===== src/rtl/core/lpst_pkg.sv =====
// ----------------------------------------------------------------------------
// lpst_pkg
// shared types and constants for the led strip pixel store and transmitter
// ----------------------------------------------------------------------------
package lpst_pkg;

	localparam int NUM_PIXELS_DEF      = 8;
	localparam int BIT_TICKS_DEF       = 20;
	localparam int ONE_HIGH_TICKS_DEF  = 13;
	localparam int ZERO_HIGH_TICKS_DEF = 5;
	localparam int LATCH_TICKS_DEF     = 800;

	localparam int MODE_W  = 2;
	localparam int INDEX_W = 10;
	localparam int COLOR_W = 24;
	localparam int BYTE_W  = 8;
	localparam int FAC_W   = 16;
	localparam int DIV_STEPS = FAC_W;
	localparam int DIV_CNT_W = $clog2(DIV_STEPS);

	localparam logic [MODE_W-1:0] MODE_WRITE  = 2'd0;
	localparam logic [MODE_W-1:0] MODE_BRIGHT = 2'd1;
	localparam logic [MODE_W-1:0] MODE_SHOW   = 2'd2;
	localparam logic [MODE_W-1:0] MODE_TICK   = 2'd3;

	localparam logic [BYTE_W-1:0] CODE_RESET = 8'd255;
	localparam logic [2:0]        BIT_MSB    = 3'd7;

	typedef enum logic [3:0] {
		ST_CLEAR,
		ST_IDLE,
		ST_EXEC,
		ST_WRITE,
		ST_DIV,
		ST_SCALE_RD,
		ST_SCALE_WR,
		ST_FETCH,
		ST_LOAD,
		ST_DONE
	} state_t;

	typedef struct packed {
		logic [MODE_W-1:0]  mode;
		logic [INDEX_W-1:0] pixel_index;
		logic [COLOR_W-1:0] color;
	} cmd_t;

	typedef struct packed {
		logic line_level;
		logic busy_res;
		logic refused;
	} res_t;

endpackage


===== src/rtl/core/lpst_ram.sv =====
// ----------------------------------------------------------------------------
// lpst_ram
// generic single write port, single read port ram with registered read
// ----------------------------------------------------------------------------
module lpst_ram #(
	parameter int WIDTH  = 8,
	parameter int DEPTH  = 24,
	parameter int ADDR_W = $clog2(DEPTH)
) (
	input  logic              clk,
	input  logic              we,
	input  logic [ADDR_W-1:0] waddr,
	input  logic [WIDTH-1:0]  wdata,
	input  logic [ADDR_W-1:0] raddr,
	output logic [WIDTH-1:0]  rdata
);

	logic [WIDTH-1:0] mem_q [DEPTH];

	always_ff @(posedge clk) begin
		if (we) begin
			mem_q[waddr] <= wdata;
		end
		rdata <= mem_q[raddr];
	end

endmodule


===== src/rtl/core/led_strip_pixel_store_transmitter_top.sv =====
// ----------------------------------------------------------------------------
// led_strip_pixel_store_transmitter_top
// grb pixel store with brightness scaling and one-wire serial bit timing
// ----------------------------------------------------------------------------
//  channel | signals                    | payload
//  cmd     | cmd_valid / cmd_ready      | mode, pixel_index, color
//  res     | res_valid / res_ready      | line_level, busy_res, refused
//
//  one transaction at a time; a tick reads a new byte from the store when one
//  is due, a brightness change runs 16 divider steps (none from setting 0) and
//  then rescales every stored byte on the shared multiplier
//  after reset a clearing pass writes zero to all 3*NUM_PIXELS store bytes,
//  one per cycle, with cmd_ready low
//  a waiting result holds its transaction in done, so it also stalls the next cmd transaction
// ----------------------------------------------------------------------------
module led_strip_pixel_store_transmitter_top #(
	parameter int NUM_PIXELS      = lpst_pkg::NUM_PIXELS_DEF,
	parameter int BIT_TICKS       = lpst_pkg::BIT_TICKS_DEF,
	parameter int ONE_HIGH_TICKS  = lpst_pkg::ONE_HIGH_TICKS_DEF,
	parameter int ZERO_HIGH_TICKS = lpst_pkg::ZERO_HIGH_TICKS_DEF,
	parameter int LATCH_TICKS     = lpst_pkg::LATCH_TICKS_DEF
) (
	input  logic            clk,
	input  logic            arst_n,
	input  logic            cmd_valid,
	output logic            cmd_ready,
	input  lpst_pkg::cmd_t  cmd,
	output logic            res_valid,
	input  logic            res_ready,
	output lpst_pkg::res_t  res
);

	localparam int STORE_BYTES = 3 * NUM_PIXELS;
	localparam int AW = $clog2(STORE_BYTES);
	localparam int TW = $clog2(BIT_TICKS);
	localparam int GW = $clog2(LATCH_TICKS + 1);
	localparam int PW = lpst_pkg::BYTE_W + lpst_pkg::FAC_W;
	localparam logic [AW-1:0] LAST_BYTE = AW'(STORE_BYTES - 1);
	localparam logic [TW-1:0] LAST_TICK = TW'(BIT_TICKS - 1);
	localparam logic [GW-1:0] GAP_LOAD  = GW'(LATCH_TICKS);

	lpst_pkg::state_t state_q, state_d;
	lpst_pkg::cmd_t   cmd_q;
	lpst_pkg::res_t   res_q;
	logic             res_valid_q;

	logic [1:0]                      wcnt_q;
	logic [AW-1:0]                   idx_q;
	logic [lpst_pkg::DIV_CNT_W-1:0]  div_cnt_q;
	logic [lpst_pkg::FAC_W-1:0]      fac_q;
	logic [lpst_pkg::BYTE_W-1:0]     rem_q;
	logic [lpst_pkg::BYTE_W-1:0]     newc_q;
	logic [lpst_pkg::BYTE_W-1:0]     code_q;
	logic [lpst_pkg::BYTE_W-1:0]     cur_byte_q;
	logic [AW-1:0]                   byte_pos_q;
	logic [2:0]                      bit_q;
	logic [TW-1:0]                   tick_q;
	logic                            sending_q;
	logic                            pending_q;
	logic [GW-1:0]                   gap_q;
	logic                            refused_q;

	// shared multiplier
	logic [lpst_pkg::BYTE_W-1:0]            mul_a;
	logic [lpst_pkg::FAC_W-1:0]             mul_b;
	logic [lpst_pkg::BYTE_W+lpst_pkg::FAC_W-1:0] prod;

	logic                        ram_we;
	logic [AW-1:0]               ram_waddr;
	logic [lpst_pkg::BYTE_W-1:0] ram_wdata;
	logic [AW-1:0]               ram_raddr;
	logic [lpst_pkg::BYTE_W-1:0] ram_rdata;

	logic [lpst_pkg::BYTE_W-1:0] color_byte;
	logic [lpst_pkg::BYTE_W-1:0] newc;
	logic [lpst_pkg::BYTE_W-1:0] divisor;
	logic [lpst_pkg::BYTE_W:0]   trial;
	logic                        trial_ok;
	logic [11:0]                 base_full;
	logic                        idx_ok;
	logic                        tick_wrap;
	logic [GW-1:0]               gap_nx;
	logic                        start_show;
	logic                        need_fetch;
	logic                        level;

	lpst_ram #(
		.WIDTH (lpst_pkg::BYTE_W),
		.DEPTH (STORE_BYTES),
		.ADDR_W(AW)
	) u_store (
		.clk  (clk),
		.we   (ram_we),
		.waddr(ram_waddr),
		.wdata(ram_wdata),
		.raddr(ram_raddr),
		.rdata(ram_rdata)
	);

	assign prod = PW'(mul_a) * PW'(mul_b);

	assign newc      = cmd_q.color[7:0] + 8'd1;
	assign divisor   = code_q - 8'd1;
	assign trial     = {rem_q, fac_q[lpst_pkg::FAC_W-1]};
	assign trial_ok  = trial >= {1'b0, divisor};
	assign base_full = {2'b00, cmd_q.pixel_index} + {1'b0, cmd_q.pixel_index, 1'b0};
	assign idx_ok    = 32'(cmd_q.pixel_index) < 32'(NUM_PIXELS);
	assign tick_wrap = tick_q == LAST_TICK;
	assign gap_nx    = (gap_q != '0) ? gap_q - GW'(1) : gap_q;
	assign start_show = !sending_q && (gap_nx == '0) && pending_q;
	assign need_fetch = start_show
		|| (sending_q && tick_wrap && (bit_q == 3'd0) && (byte_pos_q != LAST_BYTE));
	assign level = sending_q && (32'(tick_q) < (cur_byte_q[bit_q] ?
		32'(ONE_HIGH_TICKS) : 32'(ZERO_HIGH_TICKS)));

	always_comb begin
		case (wcnt_q)
			2'd0:    color_byte = cmd_q.color[15:8];
			2'd1:    color_byte = cmd_q.color[23:16];
			default: color_byte = cmd_q.color[7:0];
		endcase
	end

	always_ff @(posedge clk or negedge arst_n) begin
		if (!arst_n) begin
			state_q <= lpst_pkg::ST_CLEAR;
		end else begin
			state_q <= state_d;
		end
	end

	always_comb begin
		state_d   = state_q;
		cmd_ready = 1'b0;
		ram_we    = 1'b0;
		ram_waddr = idx_q;
		ram_wdata = '0;
		ram_raddr = byte_pos_q;
		mul_a     = color_byte;
		mul_b     = {8'd0, code_q};
		case (state_q)
			lpst_pkg::ST_CLEAR: begin
				ram_we = 1'b1;
				if (idx_q == LAST_BYTE) begin
					state_d = lpst_pkg::ST_IDLE;
				end
			end
			lpst_pkg::ST_IDLE: begin
				cmd_ready = 1'b1;
				if (cmd_valid) begin
					state_d = lpst_pkg::ST_EXEC;
				end
			end
			lpst_pkg::ST_EXEC: begin
				state_d = lpst_pkg::ST_DONE;
				if (cmd_q.mode == lpst_pkg::MODE_TICK) begin
					if (need_fetch) begin
						state_d = lpst_pkg::ST_FETCH;
					end
				end else if (!sending_q) begin
					case (cmd_q.mode)
						lpst_pkg::MODE_WRITE: begin
							if (idx_ok) begin
								state_d = lpst_pkg::ST_WRITE;
							end
						end
						lpst_pkg::MODE_BRIGHT: begin
							if (newc != code_q) begin
								state_d = (code_q == 8'd1) ? lpst_pkg::ST_SCALE_RD
									: lpst_pkg::ST_DIV;
							end
						end
						default: state_d = lpst_pkg::ST_DONE;
					endcase
				end
			end
			lpst_pkg::ST_WRITE: begin
				ram_we    = 1'b1;
				ram_wdata = (code_q == 8'd0) ? color_byte : prod[15:8];
				if (wcnt_q == 2'd2) begin
					state_d = lpst_pkg::ST_DONE;
				end
			end
			lpst_pkg::ST_DIV: begin
				if (div_cnt_q == lpst_pkg::DIV_CNT_W'(lpst_pkg::DIV_STEPS - 1)) begin
					state_d = lpst_pkg::ST_SCALE_RD;
				end
			end
			lpst_pkg::ST_SCALE_RD: begin
				ram_raddr = idx_q;
				state_d   = lpst_pkg::ST_SCALE_WR;
			end
			lpst_pkg::ST_SCALE_WR: begin
				mul_a     = ram_rdata;
				mul_b     = fac_q;
				ram_we    = 1'b1;
				ram_wdata = prod[15:8];
				state_d   = (idx_q == LAST_BYTE) ? lpst_pkg::ST_DONE : lpst_pkg::ST_SCALE_RD;
			end
			lpst_pkg::ST_FETCH: begin
				state_d = lpst_pkg::ST_LOAD;
			end
			lpst_pkg::ST_LOAD: begin
				state_d = lpst_pkg::ST_DONE;
			end
			lpst_pkg::ST_DONE: begin
				if (!res_valid_q || res_ready) begin
					state_d = lpst_pkg::ST_IDLE;
				end
			end
			default: state_d = lpst_pkg::ST_IDLE;
		endcase
	end

	// control and transmit state
	always_ff @(posedge clk or negedge arst_n) begin
		if (!arst_n) begin
			idx_q       <= '0;
			code_q      <= lpst_pkg::CODE_RESET;
			byte_pos_q  <= '0;
			bit_q       <= lpst_pkg::BIT_MSB;
			tick_q      <= '0;
			sending_q   <= 1'b0;
			pending_q   <= 1'b0;
			gap_q       <= '0;
			res_valid_q <= 1'b0;
		end else begin
			if (res_valid_q && res_ready) begin
				res_valid_q <= 1'b0;
			end
			case (state_q)
				lpst_pkg::ST_CLEAR: begin
					idx_q <= (idx_q == LAST_BYTE) ? '0 : idx_q + AW'(1);
				end
				lpst_pkg::ST_EXEC: begin
					if (cmd_q.mode == lpst_pkg::MODE_TICK) begin
						if (sending_q) begin
							if (tick_wrap) begin
								tick_q <= '0;
								if (bit_q == 3'd0) begin
									bit_q <= lpst_pkg::BIT_MSB;
									if (byte_pos_q == LAST_BYTE) begin
										byte_pos_q <= '0;
										sending_q  <= 1'b0;
										gap_q      <= GAP_LOAD;
									end else begin
										byte_pos_q <= byte_pos_q + AW'(1);
									end
								end else begin
									bit_q <= bit_q - 3'd1;
								end
							end else begin
								tick_q <= tick_q + TW'(1);
							end
						end else begin
							gap_q <= gap_nx;
							if (start_show) begin
								pending_q  <= 1'b0;
								sending_q  <= 1'b1;
								byte_pos_q <= '0;
								bit_q      <= lpst_pkg::BIT_MSB;
								tick_q     <= '0;
							end
						end
					end else if (!sending_q) begin
						if (cmd_q.mode == lpst_pkg::MODE_SHOW) begin
							pending_q <= 1'b1;
						end
						idx_q <= (cmd_q.mode == lpst_pkg::MODE_WRITE) ? base_full[AW-1:0] : '0;
					end
				end
				lpst_pkg::ST_WRITE: begin
					idx_q <= idx_q + AW'(1);
				end
				lpst_pkg::ST_SCALE_WR: begin
					if (idx_q == LAST_BYTE) begin
						idx_q  <= '0;
						code_q <= newc_q;
					end else begin
						idx_q <= idx_q + AW'(1);
					end
				end
				lpst_pkg::ST_DONE: begin
					if (!res_valid_q || res_ready) begin
						res_valid_q <= 1'b1;
					end
				end
				default: begin
				end
			endcase
		end
	end

	// datapath registers
	always_ff @(posedge clk) begin
		case (state_q)
			lpst_pkg::ST_IDLE: begin
				cmd_q <= cmd;
			end
			lpst_pkg::ST_EXEC: begin
				refused_q <= sending_q && (cmd_q.mode != lpst_pkg::MODE_TICK);
				wcnt_q    <= 2'd0;
				newc_q    <= newc;
				div_cnt_q <= '0;
				rem_q     <= '0;
				fac_q     <= (code_q == 8'd1) ? '0 : {newc, 8'd0} - 16'd1;
			end
			lpst_pkg::ST_WRITE: begin
				wcnt_q <= wcnt_q + 2'd1;
			end
			lpst_pkg::ST_DIV: begin
				rem_q     <= trial_ok ? 8'(trial - {1'b0, divisor}) : trial[7:0];
				fac_q     <= {fac_q[lpst_pkg::FAC_W-2:0], trial_ok};
				div_cnt_q <= div_cnt_q + lpst_pkg::DIV_CNT_W'(1);
			end
			lpst_pkg::ST_LOAD: begin
				cur_byte_q <= ram_rdata;
			end
			lpst_pkg::ST_DONE: begin
				if (!res_valid_q || res_ready) begin
					res_q.line_level <= level;
					res_q.busy_res   <= sending_q || pending_q;
					res_q.refused    <= refused_q;
				end
			end
			default: begin
			end
		endcase
	end

	assign res_valid = res_valid_q;
	assign res       = res_q;

	a_show_not_pending_while_sending: assert property (@(posedge clk) disable iff (!arst_n)
		!(sending_q && pending_q))
		else $error("show pending while a frame is being sent");

	a_code_stable_while_sending: assert property (@(posedge clk) disable iff (!arst_n)
		sending_q |=> $stable(code_q))
		else $error("brightness code changed during a frame");

	a_byte_pos_in_range: assert property (@(posedge clk) disable iff (!arst_n)
		sending_q |-> byte_pos_q <= LAST_BYTE)
		else $error("byte position past the end of the store");

	a_store_untouched_while_sending: assert property (@(posedge clk) disable iff (!arst_n)
		sending_q && $past(sending_q) |-> !ram_we)
		else $error("store written during a frame");

endmodule


===== config.mk =====
export PLATFORM = sky130hd
export DESIGN_NAME = led_strip_pixel_store_transmitter_top
export DESIGN_NICKNAME = d
export VERILOG_FILES = /design/src/rtl/core/lpst_pkg.sv /design/src/rtl/core/lpst_ram.sv /design/src/rtl/core/led_strip_pixel_store_transmitter_top.sv
export SDC_FILE = /design/constraint.sdc
export NUM_CORES = 1
export LEC_CHECK = 0
export BUFFER_PORTS_ARGS = -buffer_cell sky130_fd_sc_hd__buf_2
export CAP_MARGIN = 30
export CORE_MARGIN = 2
export CORE_UTILIZATION = 65
export CTS_CLUSTER_SIZE = 14
export DETAILED_ROUTE_END_ITERATION = 10
export PLACE_DENSITY = 0.81
export SYNTH_ARGS = -nofsm -noshare
export SYNTH_HDL_FRONTEND = slang
export SYNTH_HIERARCHICAL = 1
export SYNTH_SLANG_ARGS = --single-unit

===== constraint.sdc =====
create_clock -name clk -period 17.9 [get_ports clk]
set_clock_uncertainty 0.15 [all_clocks]
set_input_delay 3.58 -clock clk [delete_from_list [all_inputs] [get_ports clk]]
set_output_delay 3.58 -clock clk [all_outputs]
set_load 0.01 [all_outputs]

Word level (Yosys, flattened, before mapping)

Memory sizes are Yosys's and may differ from the RTL's. A register that Yosys moved wholly into a read port is not among the register bits.
Index checks and enable logic that the tools add are counted.

Register bits: 129
Memory bits (writable): 192
Input port bits: 40
Output and inout bits: 5
Memories: 1

Add/sub/neg operators: 12
Multipliers: 1
$lt $le $gt $ge: 4
Equal/unequal tests: 33
Mux-type cells: 67
Bitwise operators: 1
Reductions and logical operators: 37

Memories:

| name          | words | bits a word | read ports | clocked after memory_dff | write ports | line           | RTL |
|---|---|---|---|---|---|---|---|
| u_store.mem_q | 24    | 8           | 1          | 1                        | 1           | lpst_ram.sv:18 | `logic [WIDTH-1:0] mem_q [DEPTH];` |

Operators by type and width:

| operator                                             | count |
|---|---|
| 2-to-1 mux 5 bit                                     | 12 |
| 2-to-1 mux 10 bit                                    | 5 |
| 2-to-1 mux 4 bit                                     | 12 |
| one-hot mux 8 bit (2 select lines)                   | 3 |
| one-hot mux 4 bit (10 select lines)                  | 1 |
| 2-to-1 mux 16 bit                                    | 2 |
| one-hot mux 16 bit (2 select lines)                  | 1 |
| 2-to-1 mux 8 bit                                     | 3 |
| 2-to-1 mux 1 bit                                     | 19 |
| != test 2 bit (second input constant)                | 9 |
| equality test 4 x 3 -> 1 bit (second input constant) | 4 |
| multiplier 8 x 16 -> 16 bit                          | 1 |
| one-hot mux 4 bit (2 select lines)                   | 2 |
| subtractor 16 x 1 -> 16 bit (second input constant)  | 1 |
| adder 5 x 1 -> 5 bit (second input constant)         | 3 |
| equality test 5 bit (second input constant)          | 3 |
| one-hot mux 5 bit (3 select lines)                   | 1 |
| AND reduction 5 bit                                  | 3 |
| equality test 4 bit (second input constant)          | 3 |
| 2-to-1 mux 3 bit                                     | 4 |
| zero test 10 bit                                     | 1 |
| < comparator 10 x 4 -> 1 bit (second input constant) | 1 |
| nonzero test 10 bit                                  | 1 |
| subtractor 10 x 1 -> 10 bit (second input constant)  | 1 |
| 35 further kinds                                     | 59 |

Depth between registers and ports, before layout

Word-level depth: 9
Mapped depth: 24

Cells and area by module

The synthesis kept the hierarchy.

By module, submodules not included:

| module                                | instances | cells an instance | area each (sq um) | sequential area each (sq um) |
|---|---|---|---|---|
| led_strip_pixel_store_transmitter_top | 1         | 964               | 9,575.4           | 3,672.3 |
| lpst_ram                              | 1         | 383               | 7,719.9           | 5,925.7 |

Least setup slack after synthesis

OpenSTA, ideal clock, no wires.

Path type: flip-flop to output port
Start: register state_q[1]
End: output cmd_ready
Data arrival time: 3.450 ns
Slack: 10.720 ns
Cell stages (with the launch flop): 4
Path buffers: 1
Path through: dfrtp_1 > clkbuf_1 > nand2b_1 > nor3_1

Cells in the longest elaborated chain, start to end: 2

Ends and longest elaborated chain:

| item                         | line                                         | RTL |
|---|---|---|
| start, declared              | led_strip_pixel_store_transmitter_top.sv:42  | `lpst_pkg::state_t state_q, state_d;` |
| start signal, assigned       | led_strip_pixel_store_transmitter_top.sv:126 | `state_q <= lpst_pkg::ST_CLEAR;` |
| start signal, assigned       | led_strip_pixel_store_transmitter_top.sv:128 | `state_q <= state_d;` |
| equality test 4 x 1 -> 1 bit | led_strip_pixel_store_transmitter_top.sv:141 | `case (state_q)` |
| 2-to-1 mux 1 bit             | led_strip_pixel_store_transmitter_top.sv:141 |  |
| end, declared                | led_strip_pixel_store_transmitter_top.sv:26  | `output logic cmd_ready,` |

Every way passes these cells.

Final worst setup path

Start: register state_q[2]
End: memory u_store.mem_q[3][7], data pin

Cells in the longest elaborated chain, start to end: 5
Elaborated cells on any way between the ends: 7

Ends and longest elaborated chain:

| item                                                         | line                                         | RTL |
|---|---|---|
| equality test 4 x 3 -> 1 bit                                 | led_strip_pixel_store_transmitter_top.sv:141 |  |
| 2-to-1 mux 8 bit / 2-to-1 mux 16 bit (equally long branches) | led_strip_pixel_store_transmitter_top.sv:141 |  |
| multiplier 8 x 16 -> 16 bit                                  | led_strip_pixel_store_transmitter_top.sv:100 | `assign prod = PW'(mul_a) * PW'(mul_b);` |
| 2-to-1 mux 8 bit                                             | led_strip_pixel_store_transmitter_top.sv:179 | `ram_wdata = (code_q == 8'd0) ? color_byte : prod[15:8];` |
| one-hot mux 8 bit (2 select lines) (*)                       | led_strip_pixel_store_transmitter_top.sv:141 |  |
| named net ram_wdata, one bit                                 | led_strip_pixel_store_transmitter_top.sv:70  | `logic [lpst_pkg::BYTE_W-1:0] ram_wdata;` |
| end, declared                                                | lpst_ram.sv:18                               |  |

The timed path passes the listed nets; every way through them passes the cells marked *.

==> results.py <==
metrics = {
    "pwr": {
        "ir_drop_uv": 121.1,
        "internal_power_mw": 1.445,
        "p_comb_frac": 0.181,
        "switchingPower_mw": 0.6277,
        "pwr-share-seq": 0.498,
        "switching_share": 0.3028,
        "p_leak_nw": 7.171,
        "pwr-share-clk": 0.321,
        "power_density_nw_per_um2": 110.1,
    },
    "synth": {
        "ys_warn_count": 6,
        "syn_inst": 1347,
        "synth_xor_area_frac": 0.02785,
        "synthDistinctLibCells": 80,
        "synth-simple-area-share": 0.1121,
        "synth_area_um2": 17300,
        "synth_top_family_by_area": "simple AND/OR/NAND/NOR gates",
        "synthAdderAreaFrac": 0.1039,
        "synth-edff-count": 278,
        "synth_fp_nets": 1494,
        "synth_seq_cells": 329,
        "synth_compound_area_frac": 0.08341,
        "async_reset_ff_frac": 0.1307,
        "synth_ff_type": "edfxtp_1",
        "postSynthAreaPerCell_um2": 12.84,
        "synth.area.mux_share": 0.08211,
        "ys_seq_area_frac": 0.5549,
    },
    "timing": {
        "worst-slew-pin-transition_ns": 1.032,
        "rsz0062_at_grt": "no",
        "finalCritPeriodShare": 0.4230,
        "holdWs_ns": 0.2724,
        "max_freq_mhz": 132.1,
        "period_needed_ns": 7.572,
        "relSlewSlack": 0.3097,
        "finalHoldViolations": 0,
        "maxSlewViolCount": 0,
        "setup_viol": 0,
        "setup_tns_ns": 0,
    },
    "setup_path": {
        "worstPathCellList": "nand4bb_1, mux2i_1, nor2_1, fa_1, fa_1, fa_1, inv_1, fa_1, inv_1, ha_1, and3_1, a221o_1, nor3_1, a211oi_1, nand4bb_1, a22oi_1, or2_1",
        "crit_arrival_ns": 7.64,
        "worst-path-stages": 17,
        "worst_path_max_delay_cell": "mux2i_1",
        "endpoint_kind": "flop",
        "worstPathRequired_ns": 17.96,
        "reg2regPathDepth": 17,
        "crit_fanout": 24,
        "max_stage_delay_ns": 0.89,
        "crit_family": "adder cells",
        "start_kind": "flop",
        "crit_path_frequent_cell": "fa_1",
        "crit_buf_inv": 2,
        "worstSetupPathType": "reg -> reg",
    },
    "route": {
        "first_pass_iters": 7,
        "wl_per_cell_um": 22.51,
        "ant_nets": 0,
        "wl_mm": 39.27,
        "drc": 0,
        "drtIter0Drc": 1378,
        "num_vias": 11163,
        "vias_per_cell": 6.401,
    },
    "cells_and_area": {
        "diodes": 0,
        "syn_to_final_growth_pct": 8.891,
        "layout.nets": 1532,
        "fillers": 1691,
        "drive_above_1_share": 0.1292,
        "final_area_um2": 18830,
    },
    "floorplanning": {
        "boundaryPins": 45,
        "dieArea_um2": 27930,
        "start_util": 0.6637,
        "chipWidth_um": 167.1,
        "core_um2": 26060,
        "rows": 59,
        "die_h_um": 167.1,
    },
    "clocking": {
        "clock-sinks": 329,
        "h-tree-depth": 2,
        "cts_setup_buffers": 0,
        "worstSkewPairLatency_ns": 0.53,
        "cts_resized": 0,
        "cts-root-buf": "clkbuf_16",
        "cts.path.max_buffers": 3,
        "cts_tree": "yes",
        "cts.clk_slew.worst_paths_ns": 0.06,
        "ctsHoldBuffers": 0,
        "cts_buffers": 34,
    },
    "worst_hold_path": {
        "hp-class": "reg -> reg",
        "holdPathStages": 0,
    },
    "placement": {
        "globalplace.congestion": 0.9402,
        "dpl_cell_area_um2": 17750,
        "dp_hpwl_mm": 26.67,
        "portBuffers": 44,
    },
    "global_route": {
        "overflow": 0,
        "grt_first_pass_wirelength_mm": 62.26,
        "grt_max_degree": 51,
        "antenna_found_initial": 0,
        "first_global_vias": 11215,
        "grt_usage": 0.2869,
    },
    "run_status": {
        "outcome": "complete, no violations",
    },
    "job": {
        "maxCapViolations": 0,
    },
}
[sequential cells by signal (all words and copies together), names as in the netlist]
name and flops:
refused_q 1, div_cnt_q 4, bit_q 3, cmd_q 36
fac_q 16, res_valid 1, pending_q 1, code_q 8
wcnt_q 2, newc_q 8, gap_q 10, idx_q 5
u_store/mem_q 192, res 3, u_store/rdata 8, state_q 4
tick_q 5, byte_pos_q 5, rem_q 8, sending_q 1
cur_byte_q 8
[metrics by stage]
stage	utilization	cells	power, mW	worst slack (ns)
final	0.7227	1744	2.073	10.33
after detailed placement	0.6810	1682	1.409	10.48
after global placement	0.6801	1680	1.388	10.72
after CTS	0.7211	1742	2.074	10.41
after floorplan	-	1347	1.275	10.72
after global routing	0.7227	1744	2.153	9.866
[per-layer routing]
layer | wire length (um) | global-route usage
met2 | 19030 | 0.4666
met5 | 0 | 0
met3 | 3165 | 0.05531
met4 | 1107 | 0.08058
met1 | 15960 | 0.4022
[worst register-to-register path, delay by kind of cell (launching register included)]
family,cells,cell delay (ns)
flops,1,0.68
compound gates,3,0.67
buf+inv,2,0.11
mux,1,0.90
fa+ha+maj,5,2.49
simple gates,6,2.25
[cells in the final DEF, fill, tap and decap left out, drive strengths merged, types with 13 or more instances in the layout]
cell	synthesis	routed
and3	26	26
fa	61	61
a21oi	34	34
clkbuf	32	42
nor2	132	132
mux2i	53	53
or2	14	14
ha	46	46
buf	20	54
edfxtp	278	278
a22oi	17	17
nor3	21	21
mux4	34	34
nand3	51	51
xnor2	33	33
o211ai	13	13
a22o	13	13
nand2	91	91
dfrtp	32	32
nand2b	15	15
inv	92	94
o21ai	59	59
xor2	22	22
[cells in the mapped netlist, types with 32 or more instances]
master / count / area, um^2
a21oi_1: 34 / 170.2
dfrtp_1: 32 / 800.8
edfxtp_1: 278 / 8348
fa_1: 61 / 1221
ha_1: 46 / 575.6
inv_1: 92 / 345.3
mux2i_1: 53 / 530.5
mux4_2: 34 / 765.7
nand2_1: 91 / 341.6
nand3_1: 51 / 255.2
nor2_1: 131 / 491.7
o21ai_0: 52 / 260.3
xnor2_1: 33 / 289.0
[logic make-up (layout without fill, tap and decap cells)]
| kind of cell | after synthesis | count (layout) |
|---|---|---|
| AOI/OAI and AO/OA | 210 | 210 |
| xor gates and xnor gates | 55 | 55 |
| adders and majority gates | 107 | 107 |
| buffers and inverters | 145 | 207 |
| DFF | 329 | 329 |
| muxes | 98 | 98 |
| and+or+nand+nor | 403 | 403 |
[path summary, 6_finish.rpt]
kind,startpoint,end,slack [ns]
setup / recovery,state_q[2],u_store/mem_q[3][7],10.33
hold / removal,refused_q,res[0],0.27
setup reg to reg,state_q[2],u_store/mem_q[3][7],10.33
hold reg to reg,refused_q,res[0],0.27
max in group asynchronous,arst_n,bit_q[0],14.34
min in group asynchronous,arst_n,code_q[1],2.97
[cell type report]
type	instances	area, um^2	area share
sequential	329	9598	0.5096
multi-input combinational	873	7091	0.3765
clock buffer	42	880.8	0.04677
tap	335	419.2	0.02226
inverter	93	349.1	0.01854
timing repair buffer	54	332.8	0.01767
clock inverter	18	162.7	0.008637
[power by group through the flow]
stage	sequential, mW	clock (mW)	combinational, mW
after floorplan	0.994	0	0.280
after global placement	1.04	0	0.351
after detailed placement	1.04	0	0.366
after CTS	1.03	0.675	0.369
after global routing	1.04	0.704	0.408
final	1.03	0.665	0.375
(Power assumes the default switching activity.)
